`src/sv/dksp_pkg.sv`:
```
// Shared types, widths and register codes for the distance-keeping speed PI unit.
package dksp_pkg;

  localparam int INTEGRATOR_WIDTH = 32;

  localparam int GAIN_W   = 24;
  localparam int DUTY_W   = 15;
  localparam int DIST_W   = 16;
  localparam int TGT_W    = 17;
  localparam int ERR_W    = 19;
  localparam int PP_W     = GAIN_W + 1 + ERR_W;
  localparam int IP_W     = GAIN_W + 1 + INTEGRATOR_WIDTH;
  localparam int I_CAP_LOG = 50;
  localparam int ICAP_W   = I_CAP_LOG + 2;
  localparam int WIDE_W   = (IP_W > ICAP_W) ? IP_W : ICAP_W;
  localparam int ACC_W    = ICAP_W + 1;
  localparam int RND_SH   = 16;
  localparam int Q_W      = ACC_W - RND_SH;

  localparam logic [TGT_W-1:0] MAX_TARGET = TGT_W'(1500);
  localparam logic signed [ACC_W-1:0] RND_HALF = ACC_W'(1) <<< (RND_SH - 1);
  localparam logic signed [WIDE_W-1:0] I_CAP =
    {{(WIDE_W - I_CAP_LOG - 1){1'b0}}, 1'b1, {I_CAP_LOG{1'b0}}};
  localparam logic signed [INTEGRATOR_WIDTH-1:0] SUM_MAX =
    {1'b0, {(INTEGRATOR_WIDTH - 1){1'b1}}};
  localparam logic signed [INTEGRATOR_WIDTH-1:0] SUM_MIN =
    {1'b1, {(INTEGRATOR_WIDTH - 1){1'b0}}};

  localparam int CFG_IDX_W  = 3;
  localparam int CFG_DATA_W = 24;
  localparam logic [CFG_IDX_W-1:0] CFG_PROP_GAIN     = 3'd0;
  localparam logic [CFG_IDX_W-1:0] CFG_INTEGRAL_GAIN = 3'd1;
  localparam logic [CFG_IDX_W-1:0] CFG_DUTY_LIMIT    = 3'd2;
  localparam logic [CFG_IDX_W-1:0] CFG_THROTTLE_THR  = 3'd3;
  localparam logic [CFG_IDX_W-1:0] CFG_SOFT_DUTY     = 3'd4;
  localparam logic [CFG_IDX_W-1:0] CFG_START_SPEED   = 3'd5;
  localparam logic [CFG_IDX_W-1:0] CFG_NEAR_DIST     = 3'd6;
  localparam logic [CFG_IDX_W-1:0] CFG_FAR_DIST      = 3'd7;

  typedef struct packed {
    logic signed [15:0] throttle_cmd;
    logic [15:0]        front_distance;
    logic signed [15:0] wheel_speed;
  } dksp_in_t;

  typedef struct packed {
    logic signed [15:0] duty_out;
    logic               soft_start_active;
  } dksp_out_t;

  typedef struct packed {
    logic [GAIN_W-1:0] prop_gain;
    logic [GAIN_W-1:0] integral_gain;
    logic [DUTY_W-1:0] duty_limit;
    logic [DUTY_W-1:0] throttle_threshold;
    logic [DUTY_W-1:0] soft_start_duty;
    logic [DUTY_W-1:0] start_speed;
    logic [DIST_W-1:0] near_distance;
    logic [DIST_W-1:0] far_distance;
  } dksp_cfg_t;

  typedef struct packed {
    logic                               soft_start;
    logic signed [ERR_W-1:0]            err;
    logic signed [INTEGRATOR_WIDTH-1:0] sum;
  } dksp_s1_t;

  typedef struct packed {
    logic                   soft_start;
    logic signed [PP_W-1:0] pprod;
    logic signed [IP_W-1:0] iprod;
  } dksp_s2_t;

endpackage

```
`src/sv/dksp_track.sv`:
```
// Target speed, speed error, saturating integrator and soft-start flag.
module dksp_track (
  input  logic                clk,
  input  logic                rst_n,
  input  dksp_pkg::dksp_cfg_t cfg,
  input  logic                up_valid,
  input  dksp_pkg::dksp_in_t  up_data,
  output logic                up_ready,
  output logic                dn_valid,
  output dksp_pkg::dksp_s1_t  dn_data,
  input  logic                dn_ready
);
  import dksp_pkg::*;

  logic                               started_r;
  logic signed [INTEGRATOR_WIDTH-1:0] sum_r;
  logic                               s1_valid_r;
  dksp_s1_t                           s1_r;

  logic                               fire;
  logic                               enable;
  logic                               soft_start;
  logic                               run_pi;
  logic                               fast;
  logic [DIST_W-1:0]                  span;
  logic [TGT_W:0]                     span3;
  logic [TGT_W-1:0]                   tgt;
  logic [TGT_W-1:0]                   pi_tgt;
  logic signed [ERR_W-1:0]            err;
  logic signed [INTEGRATOR_WIDTH:0]   sum_ext;
  logic signed [INTEGRATOR_WIDTH-1:0] sum_sat;

  assign up_ready = !s1_valid_r || dn_ready;
  assign fire     = up_valid && up_ready;
  assign dn_valid = s1_valid_r;
  assign dn_data  = s1_r;

  always_comb begin
    enable     = up_data.throttle_cmd > $signed({1'b0, cfg.throttle_threshold});
    soft_start = enable && !started_r;
    run_pi     = !soft_start;
    fast       = up_data.wheel_speed > $signed({1'b0, cfg.start_speed});
    span       = up_data.front_distance - cfg.near_distance;
    span3      = (TGT_W + 1)'(span) + (TGT_W + 1)'({span, 1'b0});
    priority if (up_data.front_distance < cfg.near_distance) begin
      tgt = '0;
    end else if (up_data.front_distance < cfg.far_distance) begin
      tgt = span3[TGT_W:1];
    end else begin
      tgt = MAX_TARGET;
    end
    pi_tgt  = enable ? tgt : '0;
    err     = $signed(ERR_W'(pi_tgt)) - ERR_W'(up_data.wheel_speed);
    sum_ext = (INTEGRATOR_WIDTH + 1)'(sum_r) + (INTEGRATOR_WIDTH + 1)'(err);
    priority if (!sum_ext[INTEGRATOR_WIDTH] && sum_ext[INTEGRATOR_WIDTH-1]) begin
      sum_sat = SUM_MAX;
    end else if (sum_ext[INTEGRATOR_WIDTH] && !sum_ext[INTEGRATOR_WIDTH-1]) begin
      sum_sat = SUM_MIN;
    end else begin
      sum_sat = sum_ext[INTEGRATOR_WIDTH-1:0];
    end
  end

  always_ff @(posedge clk) begin
    if (!rst_n) begin
      started_r  <= 1'b0;
      sum_r      <= '0;
      s1_valid_r <= 1'b0;
    end else begin
      if (up_ready) begin
        s1_valid_r <= up_valid;
      end
      if (fire) begin
        if (run_pi) begin
          sum_r <= sum_sat;
        end
        if (!enable) begin
          started_r <= 1'b0;
        end else if (!started_r && fast) begin
          started_r <= 1'b1;
        end
      end
    end
  end

  always_ff @(posedge clk) begin
    if (fire) begin
      s1_r.soft_start <= soft_start;
      s1_r.err        <= err;
      s1_r.sum        <= sum_sat;
    end
  end

endmodule

```
`config.mk`:
```
export PLATFORM = sky130hd
export DESIGN_NAME = dksp_track
export DESIGN_NICKNAME = d
export VERILOG_FILES = /design/src/sv/dksp_pkg.sv /design/src/sv/dksp_track.sv
export SDC_FILE = /design/constraint.sdc
export NUM_CORES = 1
export LEC_CHECK = 0
export ABC_AREA = 1
export BUFFER_PORTS_ARGS = -buffer_cell sky130_fd_sc_hd__buf_2
export CAP_MARGIN = 20
export CORE_ASPECT_RATIO = 0.8
export CORE_MARGIN = 10
export CORE_UTILIZATION = 25
export DETAILED_ROUTE_END_ITERATION = 8
export HOLD_SLACK_MARGIN = 0.05
export PLACE_DENSITY = 0.41
export SKIP_CTS_REPAIR_TIMING = 1
export SYNTH_ARGS = -nofsm -noshare
export SYNTH_HDL_FRONTEND = slang
export SYNTH_SLANG_ARGS = --single-unit
```
`constraint.sdc`:
```
create_clock -name clk -period 16.27 [get_ports clk]
set_input_delay 1.627 -clock clk [delete_from_list [all_inputs] [get_ports clk]]
set_output_delay 1.627 -clock clk [all_outputs]
set_load 0.005 [all_outputs]
```
Word-level counts from Yosys, hierarchy flattened
Index checks and enable logic that the tools add are counted.
{"block": "word_totals", "reg_bits": 86, "elab_cells": 35}
{"block": "op_classes", "n_addsub": 4, "n_lt_le_gt_ge": 4, "n_eq_ne": 1, "n_mux": 7, "n_bitwise": 1, "n_reduce_logical": 12}
{"cell": "32-bit 2-to-1 mux", "count": 2}
{"cell": "17-bit 2-to-1 mux", "count": 3}
{"cell": "32-bit by 19-bit adder with 33-bit output", "count": 1}
{"cell": "16-bit > comparator", "count": 2}
{"cell": "16-bit < comparator", "count": 2}
{"cell": "18-bit by 16-bit subtractor with 19-bit output", "count": 1}
{"cell": "16-bit by 17-bit adder with 18-bit output", "count": 1}
{"cell": "16-bit subtractor", "count": 1}
{"cell": "1-bit logical AND", "count": 5}
{"cell": "1-bit zero test", "count": 4}
{"cell": "2-bit AND reduction", "count": 2}
{"cell": "1-bit 2-to-1 mux", "count": 2}
{"cell": "2-bit by 1-bit != test with 1-bit output, second input constant", "count": 1}
{"cell": "1-bit logical OR", "count": 1}
{"cell": "1-bit inverter", "count": 1}

Depth between registers and ports, before layout
{"block": "depth", "word_depth": 11, "mapped_depth": 47, "ltp_nobuf": 46}

Least setup slack after synthesis
OpenSTA, ideal clock, no wires.
{"block": "synth_timing", "path_kind": "input-to-reg", "from": "in up_data[16] (netlist name)", "to": "reg s1_r, in the netlist dn_data[26], data pin", "t_arrival_ps": 7534, "path_slack_ps": 8480, "cell_stages": 38, "path_buffers": 1, "cell_sequence": "inv_1 > ha_1 > inv_1 > fa_1 > nand3_1 > nand3_1 > a21oi_1 > xnor2_1 > ha_1 > nand2_1 > o31ai_1 > nand2_1 > nand2_1 > nand2_1 > xor2_1 > nor2_1 > ha_1 > nand2_1 > (+2 left out) > o2111ai_1 > nand2_1 > nand3_1 > and2_1 > a21oi_1 > xor2_1 > ha_1 > a21oi_2 > inv_1 > a31oi_2 > o21ai_2 > a21oi_4 > nand3_2 > nand2_4 > nand2_8 > buf_12 > nand2_4 > nand2_1"}
{"block": "synth_between", "elab_chain_len": 11, "word_cells_on_any_way": 15}
{"element": "start: declaration", "line_no": "dksp_track.sv:7", "source": "input dksp_pkg::dksp_in_t up_data,"}
{"element": "16-bit subtractor", "line_no": "dksp_track.sv:43", "source": "span = up_data.front_distance - cfg.near_distance;"}
{"element": "16-bit by 17-bit adder with 18-bit output", "line_no": "dksp_track.sv:44", "source": "span3 = (TGT_W + 1)'(span) + (TGT_W + 1)'({span, 1'b0});"}
{"element": "17-bit 2-to-1 mux", "line_no": "dksp_track.sv:47", "source": "end else if (up_data.front_distance < cfg.far_distance) begin"}
{"element": "17-bit 2-to-1 mux (*)", "line_no": "dksp_track.sv:45", "source": "priority if (up_data.front_distance < cfg.near_distance) begin"}
{"element": "17-bit 2-to-1 mux (*)", "line_no": "dksp_track.sv:52", "source": "pi_tgt = enable ? tgt : '0;"}
{"element": "18-bit by 16-bit subtractor with 19-bit output (*)", "line_no": "dksp_track.sv:53", "source": "err = $signed(ERR_W'(pi_tgt)) - ERR_W'(up_data.wheel_speed);"}
{"element": "net err[18]", "line_no": "dksp_track.sv:29", "source": "logic signed [ERR_W-1:0] err;"}
{"element": "32-bit by 19-bit adder with 33-bit output (*)", "line_no": "dksp_track.sv:54", "source": "sum_ext = (INTEGRATOR_WIDTH + 1)'(sum_r) + (INTEGRATOR_WIDTH + 1)'(err);"}
{"element": "1-bit zero test", "line_no": "dksp_track.sv:57", "source": "end else if (sum_ext[INTEGRATOR_WIDTH] && !sum_ext[INTEGRATOR_WIDTH-1]) begin"}
{"element": "1-bit logical AND", "line_no": "dksp_track.sv:57"}
{"element": "32-bit 2-to-1 mux", "line_no": "dksp_track.sv:57"}
{"element": "32-bit 2-to-1 mux (*)", "line_no": "dksp_track.sv:55", "source": "priority if (!sum_ext[INTEGRATOR_WIDTH] && sum_ext[INTEGRATOR_WIDTH-1]) begin"}
{"element": "net sum_sat[26]", "line_no": "dksp_track.sv:31", "source": "logic signed [INTEGRATOR_WIDTH-1:0] sum_sat;"}
{"element": "end: declaration", "line_no": "dksp_track.sv:18", "source": "dksp_s1_t s1_r;"}
The timed path passes the listed nets; every way through them passes the cells marked *.
A chain may end at the register's enable or synchronous reset.

Worst setup path in the final report
{"block": "layout_timing", "from": "in up_data[16] (netlist name)", "to": "reg s1_r, in the netlist dn_data[2], data pin"}
The elaborated chain is that of the path after synthesis.

==> results.py <==
metrics = {
    "global_routing": {
        "grt_overflow": 0,
        "grt_pass1_wl_mm": 47.2,
        "grt_pass1_vias": 8616,
        "grtUsageTotal": 0.124,
        "grt_max_degree": 63,
        "antenna_found_initial": 0,
    },
    "sta": {
        "fmax_mhz": 116,
        "relSlewSlack": 0.470,
        "fin_crit_sh": 0.530,
        "min_period_ns": 8.62,
        "clock-skew-final_ns": 0.0102,
        "setup_viol_count_final": 0,
        "max_slew.worst_pin.slew_ns": 0.795,
        "final_hold_viol_count": 0,
        "rsz0062_at_grt": "no",
        "setup_tns_ns": 0,
        "drv_slew": 0,
    },
    "critical_path": {
        "critPathLaunch": "up_data[16]",
        "worstPathArrival_ns": 8.68,
        "r2r_cells": 14,
        "slowest_delay_ns": 0.63,
        "startpoint_type": "input port",
        "crit_top_cell": "nand2_1",
        "crit_slowest_cell": "buf_4",
        "r2r_slack_ns": 13.07,
        "cp-endpoint": "dn_data[2]",
        "r2r_end": "dn_data[2]",
        "reg2reg_from": "sum_r[0]",
        "crit_fanout": 62,
        "critical_path_class": "in2reg",
        "critical_path.endpoint_type": "register",
        "worstPathRequired_ns": 16.33,
    },
    "placement": {
        "dp_hpwl_mm": 25.0,
        "gp_congestion": 0.847,
        "port_buffers": 167,
    },
    "run": {
        "max_cap_viol_count": 0,
    },
    "synthesis": {
        "synthesis.area_um2": 9710,
        "yosysWarnings": 0,
        "ys_seq_area_frac": 0.231,
        "synthMuxAreaShare": 0,
        "synth_compound_area_frac": 0.113,
        "ys_types": 49,
        "yosys_most_used_dff": "edfxtp_1",
        "async_reset_ff_frac": 0,
        "syn_avg_cell_area_um2": 7.14,
        "netlist.area_leader.share": 0.169,
        "synthAdderAreaFrac": 0.177,
        "yosys.area.top_type": "ha_1",
        "synth_nets": 1686,
        "yosys.area_share.simple": 0.317,
        "synthXorXnorAreaFrac": 0.0514,
        "synth_top_family_by_area": "simple AND/OR/NAND/NOR gates",
        "synthTopCellsByArea": "ha_1, edfxtp_1, nand2_1",
        "synthCells": 1359,
        "synth_edf_count": 52,
        "ys_ff_latch": 86,
    },
    "route": {
        "vias": 8847,
        "wire_per_inst_um": 14.6,
        "drc": 0,
        "first_pass_iters": 5,
        "drtIter0Drc": 447,
        "post_drt_via_cell_ratio": 4.37,
        "antenna_left": 0,
        "totalWireLength_mm": 29.5,
    },
    "floorplanning": {
        "die_area_um2": 47200,
        "io_pins": 246,
        "start_util": 0.254,
        "die_h_um": 196,
        "rows": 64,
        "die-width_um": 240,
        "core-area_um2": 38300,
    },
    "finish": {
        "area_growth_pct": 16.9,
        "final_core_util": 0.296,
        "nNetsFinal": 1850,
        "final_common_cell": "nand2_1",
        "drive_gt1_frac": 0.194,
        "antennaDiodeCount": 0,
        "mostFrequentLayoutCells": "nand2_1, inv_1, buf_2, nor2_1, ha_1",
    },
    "run_status": {
        "status": "complete, no violations",
    },
    "clock_network": {
        "clk_latency_ns": 0.35,
        "clk_root_buffer_cell": "clkbuf_16",
        "cts_sinks": 86,
        "clock_path_buffers": 2,
        "cts_tree": "done",
        "cts.clk_slew.worst_paths_ns": 0.06,
        "cts_max_level": 3,
        "cts_made_buffers": 9,
    },
    "power_and_ir_drop": {
        "finalPower_mw": 1.28,
        "peakVddDrop_uv": 58.5,
        "powerDensity_nw_per_um2": 113,
        "power.leakage_nw": 6.09,
    },
    "hold_path": {
        "worstHoldStart": "started_r",
        "min_path_type": "reg2reg",
    },
}
cell type report:
| class | count | area [um^2] |
|---|---|---|
| sequential | 86 | 2240 |
| multi-input combinational | 1010 | 6400 |
| inverter | 244 | 916 |
| tap | 495 | 619 |
| clock buffer | 10 | 229 |
| fill | 4262 | 26900 |
| clock inverter | 6 | 70.1 |
| timing repair buffer | 172 | 873 |
registers in the layout (all words and copies together) (netlist names):
signal and flops:
sum_r 32, started_r 1, dn_valid 1, dn_data 52
power by group:
part           internal [mW]  leakage, nW  switching (mW)
Combinational          0.267         5.18           0.485
Clock                  0.120        0.136          0.0921
Sequential             0.301        0.781          0.0178
Total                  0.688         6.09           0.594
layer usage:
metal / up-vias / wire (um) / GRT usage
met2: 144 / 11100 / 0.171
met1: 3967 / 16800 / 0.196
met4: 0 / 197 / 0.0152
li1: 4723 / - / -
met5: - / 0 / 0
met3: 13 / 1310 / 0.0220
worst min path at each step:
stage / end / slack (ns) / cells after the start
2_1_floorplan: started_r / 0.43 / 2
3_3_place_gp: started_r / 0.45 / 2
3_5_place_dp: started_r / 0.45 / 2
4_1_cts: started_r / 0.46 / 2
5_1_grt: started_r / 0.50 / 2
6_report: started_r / 0.46 / 2
synth_stat cells (12+ instances only):
library cell	count
a21oi_1	95
a31oi_1	12
dfxtp_1	34
edfxtp_1	52
ha_1	131
inv_1	238
nand2_1	308
nand2_2	21
nand2_4	33
nand3_1	52
nand3_2	31
nand4_1	15
nor2_1	135
nor3_1	16
o21ai_0	23
o21bai_1	13
xnor2_1	19
xor2_1	38
per-stage QoR:
step	hold WS [ns]	area, um^2	instances	setup WS, ns
6_report	0.457	11300	2023	7.65
5_1_grt	0.495	11300	2023	6.92
4_1_cts	0.461	11300	2023	7.63
3_5_place_dp	0.451	11000	2007	7.27
3_3_place_gp	0.449	11000	2007	7.25
2_1_floorplan	0.431	9710	1359	8.48
logic make-up (layout without fill, tap and decap cells):
| logic type | count (synthesis) | count (layout) |
|---|---|---|
| AO/OA/AOI/OAI | 188 | 188 |
| XOR/XNOR | 57 | 57 |
| adder cells (fa/ha/maj) | 135 | 135 |
| buffers and inverters | 263 | 432 |
| flip-flops | 86 | 86 |
| AND/OR/NAND/NOR | 630 | 630 |
worst max-delay path, delay by kind of cell:
| family | cells | cell delay [ns] |
|---|---|---|
| compound gates | 8 | 1.85 |
| buf+inv | 6 | 1.25 |
| xor+xnor | 3 | 0.43 |
| fa+ha+maj | 5 | 1.64 |
| simple gates | 16 | 1.83 |
Note: power is estimated with default switching activity, not from simulation.
