### config.mk
export PLATFORM = sky130hd
export DESIGN_NAME = dksp_out
export DESIGN_NICKNAME = d
export VERILOG_FILES = /design/src/sv/dksp_pkg.sv /design/src/sv/dksp_out.sv
export SDC_FILE = /design/constraint.sdc
export NUM_CORES = 1
export LEC_CHECK = 0
export ABC_AREA = 0
export BUFFER_PORTS_ARGS = -buffer_cell sky130_fd_sc_hd__clkbuf_2
export CAP_MARGIN = 0
export CORE_MARGIN = 2
export CORE_UTILIZATION = 50
export CTS_CLUSTER_DIAMETER = 60
export DETAILED_ROUTE_END_ITERATION = 6
export PLACE_DENSITY = 0.9
export SLEW_MARGIN = 20
export SYNTH_ARGS = -nofsm -noshare
export SYNTH_HDL_FRONTEND = slang
export SYNTH_SLANG_ARGS = --single-unit
export TNS_END_PERCENT = 10
### constraint.sdc
create_clock -name clk -period 16.8 [get_ports clk]
set_clock_uncertainty 0.1 [all_clocks]
set_input_delay 1.68 -clock clk [delete_from_list [all_inputs] [get_ports clk]]
set_output_delay 1.68 -clock clk [all_outputs]
set_load 0.01 [all_outputs]
### src/sv/dksp_pkg.sv
// Shared types, widths and register codes for the distance-keeping speed PI unit.
package dksp_pkg;

  localparam int INTEGRATOR_WIDTH = 32;

  localparam int GAIN_W   = 24;
  localparam int DUTY_W   = 15;
  localparam int DIST_W   = 16;
  localparam int TGT_W    = 17;
  localparam int ERR_W    = 19;
  localparam int PP_W     = GAIN_W + 1 + ERR_W;
  localparam int IP_W     = GAIN_W + 1 + INTEGRATOR_WIDTH;
  localparam int I_CAP_LOG = 50;
  localparam int ICAP_W   = I_CAP_LOG + 2;
  localparam int WIDE_W   = (IP_W > ICAP_W) ? IP_W : ICAP_W;
  localparam int ACC_W    = ICAP_W + 1;
  localparam int RND_SH   = 16;
  localparam int Q_W      = ACC_W - RND_SH;

  localparam logic [TGT_W-1:0] MAX_TARGET = TGT_W'(1500);
  localparam logic signed [ACC_W-1:0] RND_HALF = ACC_W'(1) <<< (RND_SH - 1);
  localparam logic signed [WIDE_W-1:0] I_CAP =
    {{(WIDE_W - I_CAP_LOG - 1){1'b0}}, 1'b1, {I_CAP_LOG{1'b0}}};
  localparam logic signed [INTEGRATOR_WIDTH-1:0] SUM_MAX =
    {1'b0, {(INTEGRATOR_WIDTH - 1){1'b1}}};
  localparam logic signed [INTEGRATOR_WIDTH-1:0] SUM_MIN =
    {1'b1, {(INTEGRATOR_WIDTH - 1){1'b0}}};

  localparam int CFG_IDX_W  = 3;
  localparam int CFG_DATA_W = 24;
  localparam logic [CFG_IDX_W-1:0] CFG_PROP_GAIN     = 3'd0;
  localparam logic [CFG_IDX_W-1:0] CFG_INTEGRAL_GAIN = 3'd1;
  localparam logic [CFG_IDX_W-1:0] CFG_DUTY_LIMIT    = 3'd2;
  localparam logic [CFG_IDX_W-1:0] CFG_THROTTLE_THR  = 3'd3;
  localparam logic [CFG_IDX_W-1:0] CFG_SOFT_DUTY     = 3'd4;
  localparam logic [CFG_IDX_W-1:0] CFG_START_SPEED   = 3'd5;
  localparam logic [CFG_IDX_W-1:0] CFG_NEAR_DIST     = 3'd6;
  localparam logic [CFG_IDX_W-1:0] CFG_FAR_DIST      = 3'd7;

  typedef struct packed {
    logic signed [15:0] throttle_cmd;
    logic [15:0]        front_distance;
    logic signed [15:0] wheel_speed;
  } dksp_in_t;

  typedef struct packed {
    logic signed [15:0] duty_out;
    logic               soft_start_active;
  } dksp_out_t;

  typedef struct packed {
    logic [GAIN_W-1:0] prop_gain;
    logic [GAIN_W-1:0] integral_gain;
    logic [DUTY_W-1:0] duty_limit;
    logic [DUTY_W-1:0] throttle_threshold;
    logic [DUTY_W-1:0] soft_start_duty;
    logic [DUTY_W-1:0] start_speed;
    logic [DIST_W-1:0] near_distance;
    logic [DIST_W-1:0] far_distance;
  } dksp_cfg_t;

  typedef struct packed {
    logic                               soft_start;
    logic signed [ERR_W-1:0]            err;
    logic signed [INTEGRATOR_WIDTH-1:0] sum;
  } dksp_s1_t;

  typedef struct packed {
    logic                   soft_start;
    logic signed [PP_W-1:0] pprod;
    logic signed [IP_W-1:0] iprod;
  } dksp_s2_t;

endpackage

### src/sv/dksp_out.sv
// Integral cap, PI sum, rounding, duty clamp, soft-start duty select and result register.
module dksp_out (
  input  logic                clk,
  input  logic                rst_n,
  input  dksp_pkg::dksp_cfg_t cfg,
  input  logic                up_valid,
  input  dksp_pkg::dksp_s2_t  up_data,
  output logic                up_ready,
  output logic                out_valid,
  output dksp_pkg::dksp_out_t out_data,
  input  logic                out_stall
);
  import dksp_pkg::*;

  logic      out_valid_r;
  dksp_out_t out_r;

  logic signed [WIDE_W-1:0] iwide;
  logic signed [ICAP_W-1:0] iterm;
  logic signed [ACC_W-1:0]  acc;
  logic signed [ACC_W-1:0]  acc_sh;
  logic signed [Q_W-1:0]    q;
  logic signed [Q_W-1:0]    lim;
  logic signed [Q_W-1:0]    qc;
  logic signed [15:0]       duty;

  assign up_ready  = !out_valid_r || !out_stall;
  assign out_valid = out_valid_r;
  assign out_data  = out_r;

  always_comb begin
    iwide = WIDE_W'(up_data.iprod);
    priority if (iwide > I_CAP) begin
      iterm = ICAP_W'(I_CAP);
    end else if (iwide < -I_CAP) begin
      iterm = ICAP_W'(-I_CAP);
    end else begin
      iterm = ICAP_W'(iwide);
    end
    acc    = ACC_W'(up_data.pprod) + ACC_W'(iterm) + RND_HALF;
    acc_sh = acc >>> RND_SH;
    q      = acc_sh[Q_W-1:0];
    lim    = $signed(Q_W'({1'b0, cfg.duty_limit}));
    priority if (q > lim) begin
      qc = lim;
    end else if (q < -lim) begin
      qc = -lim;
    end else begin
      qc = q;
    end
    duty = up_data.soft_start ? $signed({1'b0, cfg.soft_start_duty}) : qc[15:0];
  end

  always_ff @(posedge clk) begin
    if (!rst_n) begin
      out_valid_r <= 1'b0;
    end else if (up_ready) begin
      out_valid_r <= up_valid;
    end
  end

  always_ff @(posedge clk) begin
    if (up_valid && up_ready) begin
      out_r.duty_out          <= duty;
      out_r.soft_start_active <= up_data.soft_start;
    end
  end

endmodule

# == Yosys cells after proc, flatten, opt, wreduce, memory -nomap -nowiden ==
# Index checks and enable logic that the tools add are counted.
# classes
addsub,3
n_reduce_logical,5
muxes,5
n_lt_le_gt_ge,4
# op_table
cell,n
52-bit 2-to-1 mux,2
"57-bit by 52-bit greater-than comparator with 1-bit output, second input constant",1
"57-bit by 51-bit < comparator with 1-bit output, second input constant",1
44-bit by 52-bit adder with 53-bit output,1
"53-bit by 17-bit adder with 53-bit output, second input constant",1
37-bit by 16-bit greater-than comparator with 1-bit output,1
37-bit < comparator,1
15-bit negator with 37-bit output,1
15-bit 2-to-1 mux,2
16-bit 2-to-1 mux,1
1-bit zero test,2
2-bit OR reduction,1
1-bit logical AND,1
1-bit logical OR,1
# totals
reg_bits,18
inputBits,246
output_inout_bits,19
word_cells,21

# == Depth between registers and ports, before layout ==
# Gate-level depths: netlist of the first run.
# logic_depth
ltp_word,9
ltp_mapped,34
depth_no_buf,30

# == Worst setup path before layout of the first run ==
# Ideal clock, no wire load.
# synth_path
path_kind,in2reg
startpoint,input port up_data[12] in the netlist's numbering
endpoint,"register out_r, in the netlist out_data[10], data pin"
t_arrival_ps,8465
setup_ps,266
path_stages,31
path_slack_ps,7969
required_ps,16434
path_cell_list,nor4_1 > nand4_1 > or4_1 > buf_2 > a21boi_0 > clkbuf_1 > and2_1 > ha_1 > ha_1 > nand2_2 > or4_1 > a311o_1 > nand3_2 > o21a_4 > a31oi_1 > xnor2_1 > ha_1 > a21o_1 > a21o_1 > a21o_1 > a21o_1 > a21oi_1 > o21ai_0 > a221o_1 > a2111oi_0 > or2_2 > buf_2 > buf_2 > mux2_2 > mux2i_1 > o21ai_1
# synth_between
elab_chain_cells,9
elab_cells_between_ends,11
classes_between,2 x add/sub; 4 x order compare; 5 x mux
# synth_lines
element,line_no,rtl
start: declaration,dksp_out.sv:7,"input dksp_pkg::dksp_s2_t up_data,"
57-bit by 51-bit < comparator with 1-bit output,dksp_out.sv:35,end else if (iwide < -I_CAP) begin
52-bit 2-to-1 mux,dksp_out.sv:35,
52-bit 2-to-1 mux *,dksp_out.sv:33,priority if (iwide > I_CAP) begin
44-bit by 52-bit adder with 53-bit output *,dksp_out.sv:40,acc = ACC_W'(up_data.pprod) + ACC_W'(iterm) + RND_HALF;
53-bit by 17-bit adder with 53-bit output *,dksp_out.sv:40,
37-bit < comparator,dksp_out.sv:46,end else if (q < -lim) begin
16-bit 2-to-1 mux,dksp_out.sv:46,
15-bit 2-to-1 mux *,dksp_out.sv:44,priority if (q > lim) begin
15-bit 2-to-1 mux *,dksp_out.sv:51,"duty = up_data.soft_start ? $signed({1'b0, cfg.soft_start_duty}) : qc[15:0];"
via duty[9],dksp_out.sv:25,logic signed [15:0] duty;
end: declaration,dksp_out.sv:16,dksp_out_t out_r;
# The timed path passes the listed nets; every way through them passes the cells marked *.
# A chain may end at the register's enable or synchronous reset.

# == Worst setup path after layout of the first run ==
# layout_path
startpoint,input port up_data[12] in the netlist's numbering
endpoint,"register out_r, in the netlist out_data[8], data pin"
# Same word-level chain as after synthesis.

==> flow_metrics.env, run 1 <==
export IMPL_rr_startpoint="out_valid$_SDFFE_PN0N_"
export IMPL_layout_drive_gt1_share=0.184
export IMPL_swShare=0.459
export IMPL_path_max_fanout=49
export IMPL_row_count=43
export IMPL_grt_max_degree=50
export IMPL_clock_sinks=18
export IMPL_cts_inserted_buffers=3
export IMPL_grt_ovfl_total=0
export IMPL_pwr_share_clk=0.148
export IMPL_fin_crit_sh=0.613
export IMPL_dpl_cell_count=1244
export IMPL_min_path_cells=2
export IMPL_wl_mm=21.4
export IMPL_vias=7744
export IMPL_cts_max_level=1
export IMPL_hold_class="flip-flop to flip-flop"
export IMPL_viasPerCell=6.21
export IMPL_critPathRequiredTime_ns=16.68
export IMPL_synth_top_cells_by_count="ha_1, a21oi_1, nand2_1"
export IMPL_hold_path_end="out_valid$_SDFFE_PN0N_"
export IMPL_grt_pass1_wl_mm=34.3
export IMPL_cpPeakStageDelay_ns=0.71
export IMPL_combPwrFrac=0.693
export IMPL_syn_inst=948
export IMPL_pwr_share_seq=0.159
export IMPL_status="complete, no violations"
export IMPL_die_area_um2=15400
export IMPL_setup_violations=0
export IMPL_wl_per_cell_um=17.1
export IMPL_timing_fmax_mhz=97.1
export IMPL_synthMostInstantiatedCell="ha_1"
export IMPL_clk_pin_slew_ns=0.05
export IMPL_crit_path_start_kind="input port"
export IMPL_area_delta_synth_final_pct=12.4
export IMPL_netSwitchingPower_w=0.000162
export IMPL_finalNonFillerCells=1248
export IMPL_power_leakage_nw=4.07
export IMPL_reg2reg_depth=2
export IMPL_die_h_um=124
export IMPL_post_dp_hpwl_mm=18.5
export IMPL_core_area_um2=14000
export IMPL_synth_top_cell_area_share=0.265
export IMPL_r2r_end="out_data[4]$_DFFE_PP_"
export IMPL_antenna_cells=0
export IMPL_layout_min_cycle_time_ns=10.30
export IMPL_synth_edf_count=17
export IMPL_criticalPathCategory="input port to flip-flop"
export IMPL_ioPinCount=265
export IMPL_startpoint="up_data[12]"
export IMPL_min_from="out_valid$_SDFFE_PN0N_"
export IMPL_drt_iter0_drc=584
export IMPL_synthArstFlopShare=0
export IMPL_rsz0062_at_grt="false"
export IMPL_nets=1467
export IMPL_tightest_slew_ns=1.03
export IMPL_initial_core_util=0.514
export IMPL_crit_path_frequent_cell="ha_1"
export IMPL_cap_viol_max_count=0
export IMPL_portBuffers=154
export IMPL_die_width_um=124
export IMPL_multi_input_area_um2=6280
export IMPL_intPower_w=0.000191
export IMPL_synthTopCellsByArea="ha_1, edfxtp_1, a21oi_1"
export IMPL_finalPower_w=0.000354
export IMPL_cts_tree="built"
export IMPL_gp_congestion=0.961
export IMPL_cts_root_buf="clkbuf_16"
export IMPL_antenna_found_initial=0
export IMPL_grt_usage=0.276
export IMPL_cts_hold_buf=0
export IMPL_relSlewSlack=0.316
export IMPL_ys_seq_area_frac=0.0738
export IMPL_r2r_slack_ns=15.34
export IMPL_yosysTopAreaCell="ha_1"
export IMPL_register_area_um2=531
export IMPL_endpoint_kind="flip-flop"
export IMPL_yosys_most_used_dff="edfxtp_1"
export IMPL_final_max_slew_violation_count=0
export IMPL_cts_setup_buffers=0
export IMPL_ys_types=79
export IMPL_dr_pass1_iters=5
export IMPL_syn_num_nets=1346
export IMPL_ir_worst_vdd_mv=0.0250
export IMPL_ctsResizeCount=0
export IMPL_crit_arrival_ns=10.18
export IMPL_yosysWarnings=0
export IMPL_synth_avg_cell_area_um2=7.58
export IMPL_clkLatencyLatePin_ns=0.25
export IMPL_cts_buffer_depth=2
export IMPL_critPathSlowestCell="or4_1"
export IMPL_fillerInstances=1305
export IMPL_route_detailed_drc=0
export IMPL_power_density_nw_per_um2=43.8
export IMPL_finalHoldViolCount=0
export IMPL_grt_pass1_vias=7242
export IMPL_setup_tns_ns=0
export IMPL_ys_seq_elements=18
export IMPL_syn_area_um2=7190
export IMPL_ant_nets=0
state kept, by name (all words and copies together) (netlist names):
| signal | count |
|---|---|
| out_data | 17 |
| out_valid | 1 |
worst max path at each step:
stage,endpoint,slack (ns)
global route,out_data[5]$_DFFE_PP_,5.99
global placement,out_data[4]$_DFFE_PP_,6.56
detailed placement,out_data[4]$_DFFE_PP_,6.36
finish,out_data[8]$_DFFE_PP_,6.50
floorplan,out_data[10]$_DFFE_PP_,7.97
CTS,out_data[8]$_DFFE_PP_,6.57
power groups by stage:
stage               sequential, W  clock [W]  combinational, W
floorplan               0.0000592          0          0.000173
global placement        0.0000567          0          0.000234
detailed placement      0.0000571          0          0.000239
CTS                     0.0000562  0.0000525          0.000242
global route            0.0000566  0.0000538          0.000273
finish                  0.0000561  0.0000524          0.000245
metrics by stage:
stage          cell area (um2)  hold WS, ns  setup WS (ns)  utilization
4_1_cts                   8080        0.451           6.57        0.578
3_5_place_dp              7990        0.443           6.36        0.571
2_1_floorplan             7190        0.446           7.97            -
6_report                  8080        0.443           6.50        0.578
5_1_grt                   8080        0.502           5.99        0.578
3_3_place_gp              7990        0.419           6.56        0.571
worst max-delay path: cells and delay by family:
family          cells  cell delay (ns)
fa+ha+maj           3             0.94
mux                 2             0.54
simple gates       10             2.75
compound gates     13             3.81
buf+inv             2             0.45
area by class of cell:
type,instances,area share
clock buffer,4,0.0110
tap,180,0.0279
timing repair buffer,156,0.0973
multi-input combinational,844,0.777
inverter,46,0.0214
sequential,18,0.0657
metal layers:
layer  vias to the layer above  track usage  wire [um]
li1                       3825            -          -
met1                      3551        0.369       9550
met2                       339        0.486       9990
met3                        29       0.0137       1450
met4                         0       0.0674        378
met5                         -            0          0
cell families after synthesis:
kind of cell               count (synthesis)  synth area share
xor gates and xnor gates                  39            0.0494
adders and majority gates                152             0.265
DFF                                       18            0.0738
buffers and inverters                     86            0.0536
muxes                                     27            0.0392
and+or+nand+nor                          349             0.260
AOI/OAI and AO/OA                        277             0.260
cells in the final DEF (no fill, tap or decap), types with 31 or more instances in the layout:
cell type	n
ha_1	152
nor2_1	52
and2_1	53
a21o_1	36
clkbuf_2	154
a21oi_1	79
nand2_1	77
o21ai_0	42
nand4_1	31
inv_1	46
No activity file was read; power rests on OpenSTA's default activity.
==> inputs of run 2 (changes only) <==
CORE_UTILIZATION = 47   (was 50)
PLACE_DENSITY = 0.89   (was 0.9)
clock period = 8.95 ns   (was 16.8 ns; I/O delays follow)
==> flow_metrics.env, run 2 (synthesis gave the netlist of run 1 again) <==
export IMPL_status="complete, no violations"
export IMPL_cts_tree="built"
export IMPL_finalNonFillerCells=1317
export IMPL_place_ws_ns=0.191
export IMPL_wl_mm=21.7
export IMPL_setup_violations=0
export IMPL_path_max_fanout=19
export IMPL_power_leakage_nw=4.36
export IMPL_hold_class="flip-flop to flip-flop"
export IMPL_ir_worst_vdd_mv=0.0895
export IMPL_criticalPathCategory="input port to flip-flop"
export IMPL_cts_hold_buf=0
export IMPL_dpl_cell_count=1313
export IMPL_core_area_um2=15100
export IMPL_grt_ovfl_total=0
export IMPL_vias=7894
export IMPL_clock_sinks=18
export IMPL_row_count=45
export IMPL_layout_common_cells="clkbuf_2, ha_1, a21oi_1, nand2_1, buf_4"
export IMPL_cts_max_level=1
export IMPL_die_h_um=128
export IMPL_grt_pass1_vias=7470
export IMPL_rsz0062_at_grt="false"
export IMPL_crit_arrival_ns=8.40
export IMPL_critPathSlowestCell="or4_1"
export IMPL_utilization=0.567
export IMPL_tightest_slew_ns=0.776
export IMPL_grt_usage=0.257
export IMPL_min_from="out_valid$_SDFFE_PN0N_"
export IMPL_hold_path_end="out_valid$_SDFFE_PN0N_"
export IMPL_post_dp_hpwl_mm=19.1
export IMPL_cpPeakStageDelay_ns=0.59
export IMPL_ioPinCount=265
export IMPL_power_density_nw_per_um2=81.0
export IMPL_reg2reg_depth=2
export IMPL_layout_drive_gt1_share=0.228
export IMPL_ant_nets=0
export IMPL_setup_ws_ns=0.433
export IMPL_gp_congestion=0.958
export IMPL_die_width_um=128
export IMPL_route_detailed_drc=0
export IMPL_fin_crit_sh=0.952
export IMPL_critPathRequiredTime_ns=8.83
export IMPL_timing_fmax_mhz=117
export IMPL_grt_pass1_wl_mm=34.8
export IMPL_rr_startpoint="out_valid$_SDFFE_PN0N_"
export IMPL_layout_min_cycle_time_ns=8.52
export IMPL_dr_pass1_iters=5
export IMPL_grt_max_degree=32
export IMPL_antenna_cells=0
export IMPL_final_max_slew_violation_count=0
export IMPL_cts_setup_buffers=0
export IMPL_finalHoldViolCount=0
export IMPL_r2r_end="out_data[7]$_DFFE_PP_"
export IMPL_fillerInstances=1425
export IMPL_initial_core_util=0.476
export IMPL_cts_root_buf="clkbuf_16"
export IMPL_clkLatencyLatePin_ns=0.25
export IMPL_cts_buffer_depth=2
export IMPL_r2r_slack_ns=7.49
export IMPL_wl_per_cell_um=16.5
export IMPL_cts_inserted_buffers=3
export IMPL_min_path_cells=2
export IMPL_viasPerCell=5.99
export IMPL_final_common_cell="clkbuf_2"
export IMPL_antenna_found_initial=0
export IMPL_area_delta_synth_final_pct=19.0
export IMPL_crit_path_start_kind="input port"
export IMPL_cap_viol_max_count=0
export IMPL_nets=1528
export IMPL_clk_pin_slew_ns=0.05
export IMPL_largest_register_ffs=17
export IMPL_drt_iter0_drc=628
export IMPL_relSlewSlack=0.481
export IMPL_setup_tns_ns=0
export IMPL_portBuffers=154
export IMPL_die_area_um2=16300
export IMPL_endpoint_kind="flip-flop"
==> run 2: repair_timing <==
item                                    4_1_cts  5_1_grt
endpoints found under the hold margin         0        0
resized for setup                             0        3
endpoints found under the setup margin        0       12
==> run 2: cell type report <==
class,instances,area [um2],area share
Multi-Input combinational cell,844,6280,0.734
Timing Repair Buffer,217,1260,0.147
Sequential cell,18,531,0.0620
Clock buffer,4,78.8,0.00921
Inverter,46,173,0.0202
Tap cell,188,235,0.0275
==> run 2: worst max path at each step <==
stage                start                     end  slack, ns
2_1_floorplan  up_data[12]  out_data[10]$_DFFE_PP_       0.90
3_3_place_gp   up_data[45]   out_data[4]$_DFFE_PP_       0.27
3_5_place_dp   up_data[45]  out_data[11]$_DFFE_PP_       0.19
4_1_cts        up_data[45]  out_data[11]$_DFFE_PP_       0.41
5_1_grt        up_data[45]  out_data[11]$_DFFE_PP_      0.001
6_report       up_data[45]   out_data[8]$_DFFE_PP_       0.43
==> run 2: layer usage <==
metal / GRT usage / wire [um] / share of wire / vias to the layer above
met1: 0.338 / 9630 / 0.44 / 3563
li1: - / - / - / 3944
met2: 0.454 / 10000 / 0.46 / 356
met4: 0.0621 / 459 / 0.021 / 0
met5: 0 / 0 / 0 / -
met3: 0.0221 / 1600 / 0.074 / 31
==> run 2: worst max-delay path, delay by kind of cell <==
kind | cells | cell delay [ns]
compound gates | 14 | 3.20
simple gates | 9 | 2.02
fa+ha+maj | 3 | 0.93
buf+inv | 5 | 0.78
mux | 2 | 0.54
==> run 2: where the power goes <==
group | leakage, nW | internal [W] | total (W) | switching (W)
logic | 4.15 | 0.000216 | 0.000498 | 0.000283
clock network | 0.0382 | 0.0000605 | 0.0000896 | 0.0000291
registers | 0.174 | 0.000103 | 0.000105 | 0.00000184
total | 4.36 | 0.000379 | 0.000693 | 0.000313
==> run 2: through the flow <==
step	instance area, um2	hold WS, ns	total power, W
after floorplan	7190	0.446	0.000435
final	8560	0.456	0.000693
after CTS	8550	0.470	0.000686
after detailed placement	8470	0.442	0.000592
after global routing	8560	0.486	0.000752
after global placement	8470	0.417	0.000579
==> inputs of run 3 (changes only) <==
PLACE_DENSITY = 0.8   (was 0.89)
==> flow_metrics.env, run 3 (synthesis gave the netlist of run 1 again) <==
export IMPL_critPathSlowestCell="or4_1"
export IMPL_hold_class="flip-flop to flip-flop"
export IMPL_rsz0062_at_grt="false"
export IMPL_largest_register_ffs=17
export IMPL_cts_inserted_buffers=3
export IMPL_clock_sinks=18
export IMPL_grt_max_degree=32
export IMPL_clk_pin_slew_ns=0.05
export IMPL_ioPinCount=265
export IMPL_crit_path_start_kind="input port"
export IMPL_wl_per_cell_um=16.2
export IMPL_timing_fmax_mhz=118
export IMPL_ant_nets=0
export IMPL_layout_common_cells="clkbuf_2, ha_1, a21oi_1, nand2_1, buf_4"
export IMPL_core_area_um2=15100
export IMPL_setup_ws_ns=0.490
export IMPL_power_leakage_nw=4.33
export IMPL_setup_tns_ns=0
export IMPL_gp_congestion=0.932
export IMPL_antenna_cells=0
export IMPL_status="complete, no violations"
export IMPL_endpoint_kind="flip-flop"
export IMPL_vias=7869
export IMPL_clkLatencyLatePin_ns=0.24
export IMPL_cts_setup_buffers=0
export IMPL_layout_drive_gt1_share=0.224
export IMPL_ir_worst_vdd_mv=0.0541
export IMPL_fin_crit_sh=0.945
export IMPL_endpoint="out_data[5]$_DFFE_PP_"
export IMPL_grt_pass1_wl_mm=35.1
export IMPL_antenna_found_initial=0
export IMPL_grt_pass1_vias=7440
export IMPL_fillerInstances=1468
export IMPL_cts_root_buf="clkbuf_16"
export IMPL_post_dp_hpwl_mm=18.8
export IMPL_path_depth=30
export IMPL_final_max_slew_violation_count=0
export IMPL_crit_path_frequent_cell="ha_1"
export IMPL_grt_ovfl_total=0
export IMPL_path_max_fanout=26
export IMPL_cts_tree="built"
export IMPL_rr_startpoint="out_valid$_SDFFE_PN0N_"
export IMPL_setup_violations=0
export IMPL_startpoint="up_data[45]"
export IMPL_viasPerCell=6.00
export IMPL_reg2reg_depth=2
export IMPL_utilization=0.564
export IMPL_crit_arrival_ns=8.33
export IMPL_place_ws_ns=0.285
export IMPL_cp_buffers_inverters=2
export IMPL_cts_buffer_depth=2
export IMPL_criticalPathCategory="input port to flip-flop"
export IMPL_r2r_end="out_data[7]$_DFFE_PP_"
export IMPL_finalHoldViolCount=0
export IMPL_relSlewSlack=0.502
export IMPL_portBuffers=154
export IMPL_die_area_um2=16300
export IMPL_critPathTopFamily="compound AO/OA/AOI/OAI gates"
export IMPL_cpPeakStageDelay_ns=0.57
export IMPL_cts_max_level=1
export IMPL_grt_usage=0.260
export IMPL_tightest_slew_ns=0.745
export IMPL_final_common_cell="clkbuf_2"
export IMPL_layout_min_cycle_time_ns=8.46
export IMPL_holdWs_ns=0.451
export IMPL_nets=1522
export IMPL_cap_viol_max_count=0
export IMPL_row_count=45
export IMPL_critPathRequiredTime_ns=8.82
export IMPL_power_density_nw_per_um2=80.7
export IMPL_die_h_um=128
export IMPL_die_width_um=128
export IMPL_initial_core_util=0.476
export IMPL_dr_pass1_iters=6
export IMPL_r2r_slack_ns=7.47
export IMPL_route_detailed_drc=0
export IMPL_drt_iter0_drc=593
export IMPL_area_delta_synth_final_pct=18.4
export IMPL_wl_mm=21.3
run 3: cell types whose count changed in the layout (fill, tap and decap cells not counted):
cell,change
buf_4,-6
a2111oi_0,+1
a2111oi_1,-1
run 3: through the flow:
| step | cells | cell area, um2 | total power, W |
|---|---|---|---|
| finish | 1311 | 8510 | 0.000687 |
| global route | 1311 | 8510 | 0.000748 |
| CTS | 1311 | 8500 | 0.000682 |
| detailed placement | 1307 | 8430 | 0.000588 |
| global placement | 1307 | 8430 | 0.000577 |
| floorplan | 948 | 7190 | 0.000435 |
run 3: worst min path at each step:
stage | slack [ns] | end | from | depth (start not counted)
CTS | 0.45 | out_valid$_SDFFE_PN0N_ | out_valid$_SDFFE_PN0N_ | 2
detailed placement | 0.45 | out_valid$_SDFFE_PN0N_ | out_valid$_SDFFE_PN0N_ | 2
global placement | 0.43 | out_valid$_SDFFE_PN0N_ | out_valid$_SDFFE_PN0N_ | 2
finish | 0.45 | out_valid$_SDFFE_PN0N_ | out_valid$_SDFFE_PN0N_ | 2
floorplan | 0.45 | out_valid$_SDFFE_PN0N_ | out_valid$_SDFFE_PN0N_ | 2
global route | 0.49 | out_valid$_SDFFE_PN0N_ | out_valid$_SDFFE_PN0N_ | 2
run 3: power by group:
part,leakage [nW],internal (W),switching [W]
Combinational,4.12,0.000214,0.000280
Sequential,0.174,0.000103,0.00000185
Clock,0.0382,0.0000604,0.0000277
Total,4.33,0.000377,0.000309
run 3: tightest hold or removal path, stage by stage (launching register included):
cell and delay, ns:
dfxtp_1 0.32, a21oi_1 0.12, nor2b_1 0.06
run 3: timing repair:
action	in CTS	in global routing
resized for setup	0	2
hold buffers	0	0
setup endpoints to repair	0	8
run 3: cell type report:
cell class / count / area, um2 / share of cell area
clock buffer: 4 / 78.8 / 0.00926
sequential: 18 / 531 / 0.0623
tap: 188 / 235 / 0.0276
multi-input combinational: 844 / 6280 / 0.738
inverter: 46 / 173 / 0.0203
timing repair buffer: 211 / 1210 / 0.142
run 3: routing by layer:
layer	global-route usage	vias to the layer above	wire [um]	part of all wire
met5	0	-	0	0
met4	0.0847	0	624	0.029
met3	0.0171	36	1230	0.058
met2	0.445	334	9560	0.45
met1	0.349	3571	9880	0.46
li1	-	3928	-	-
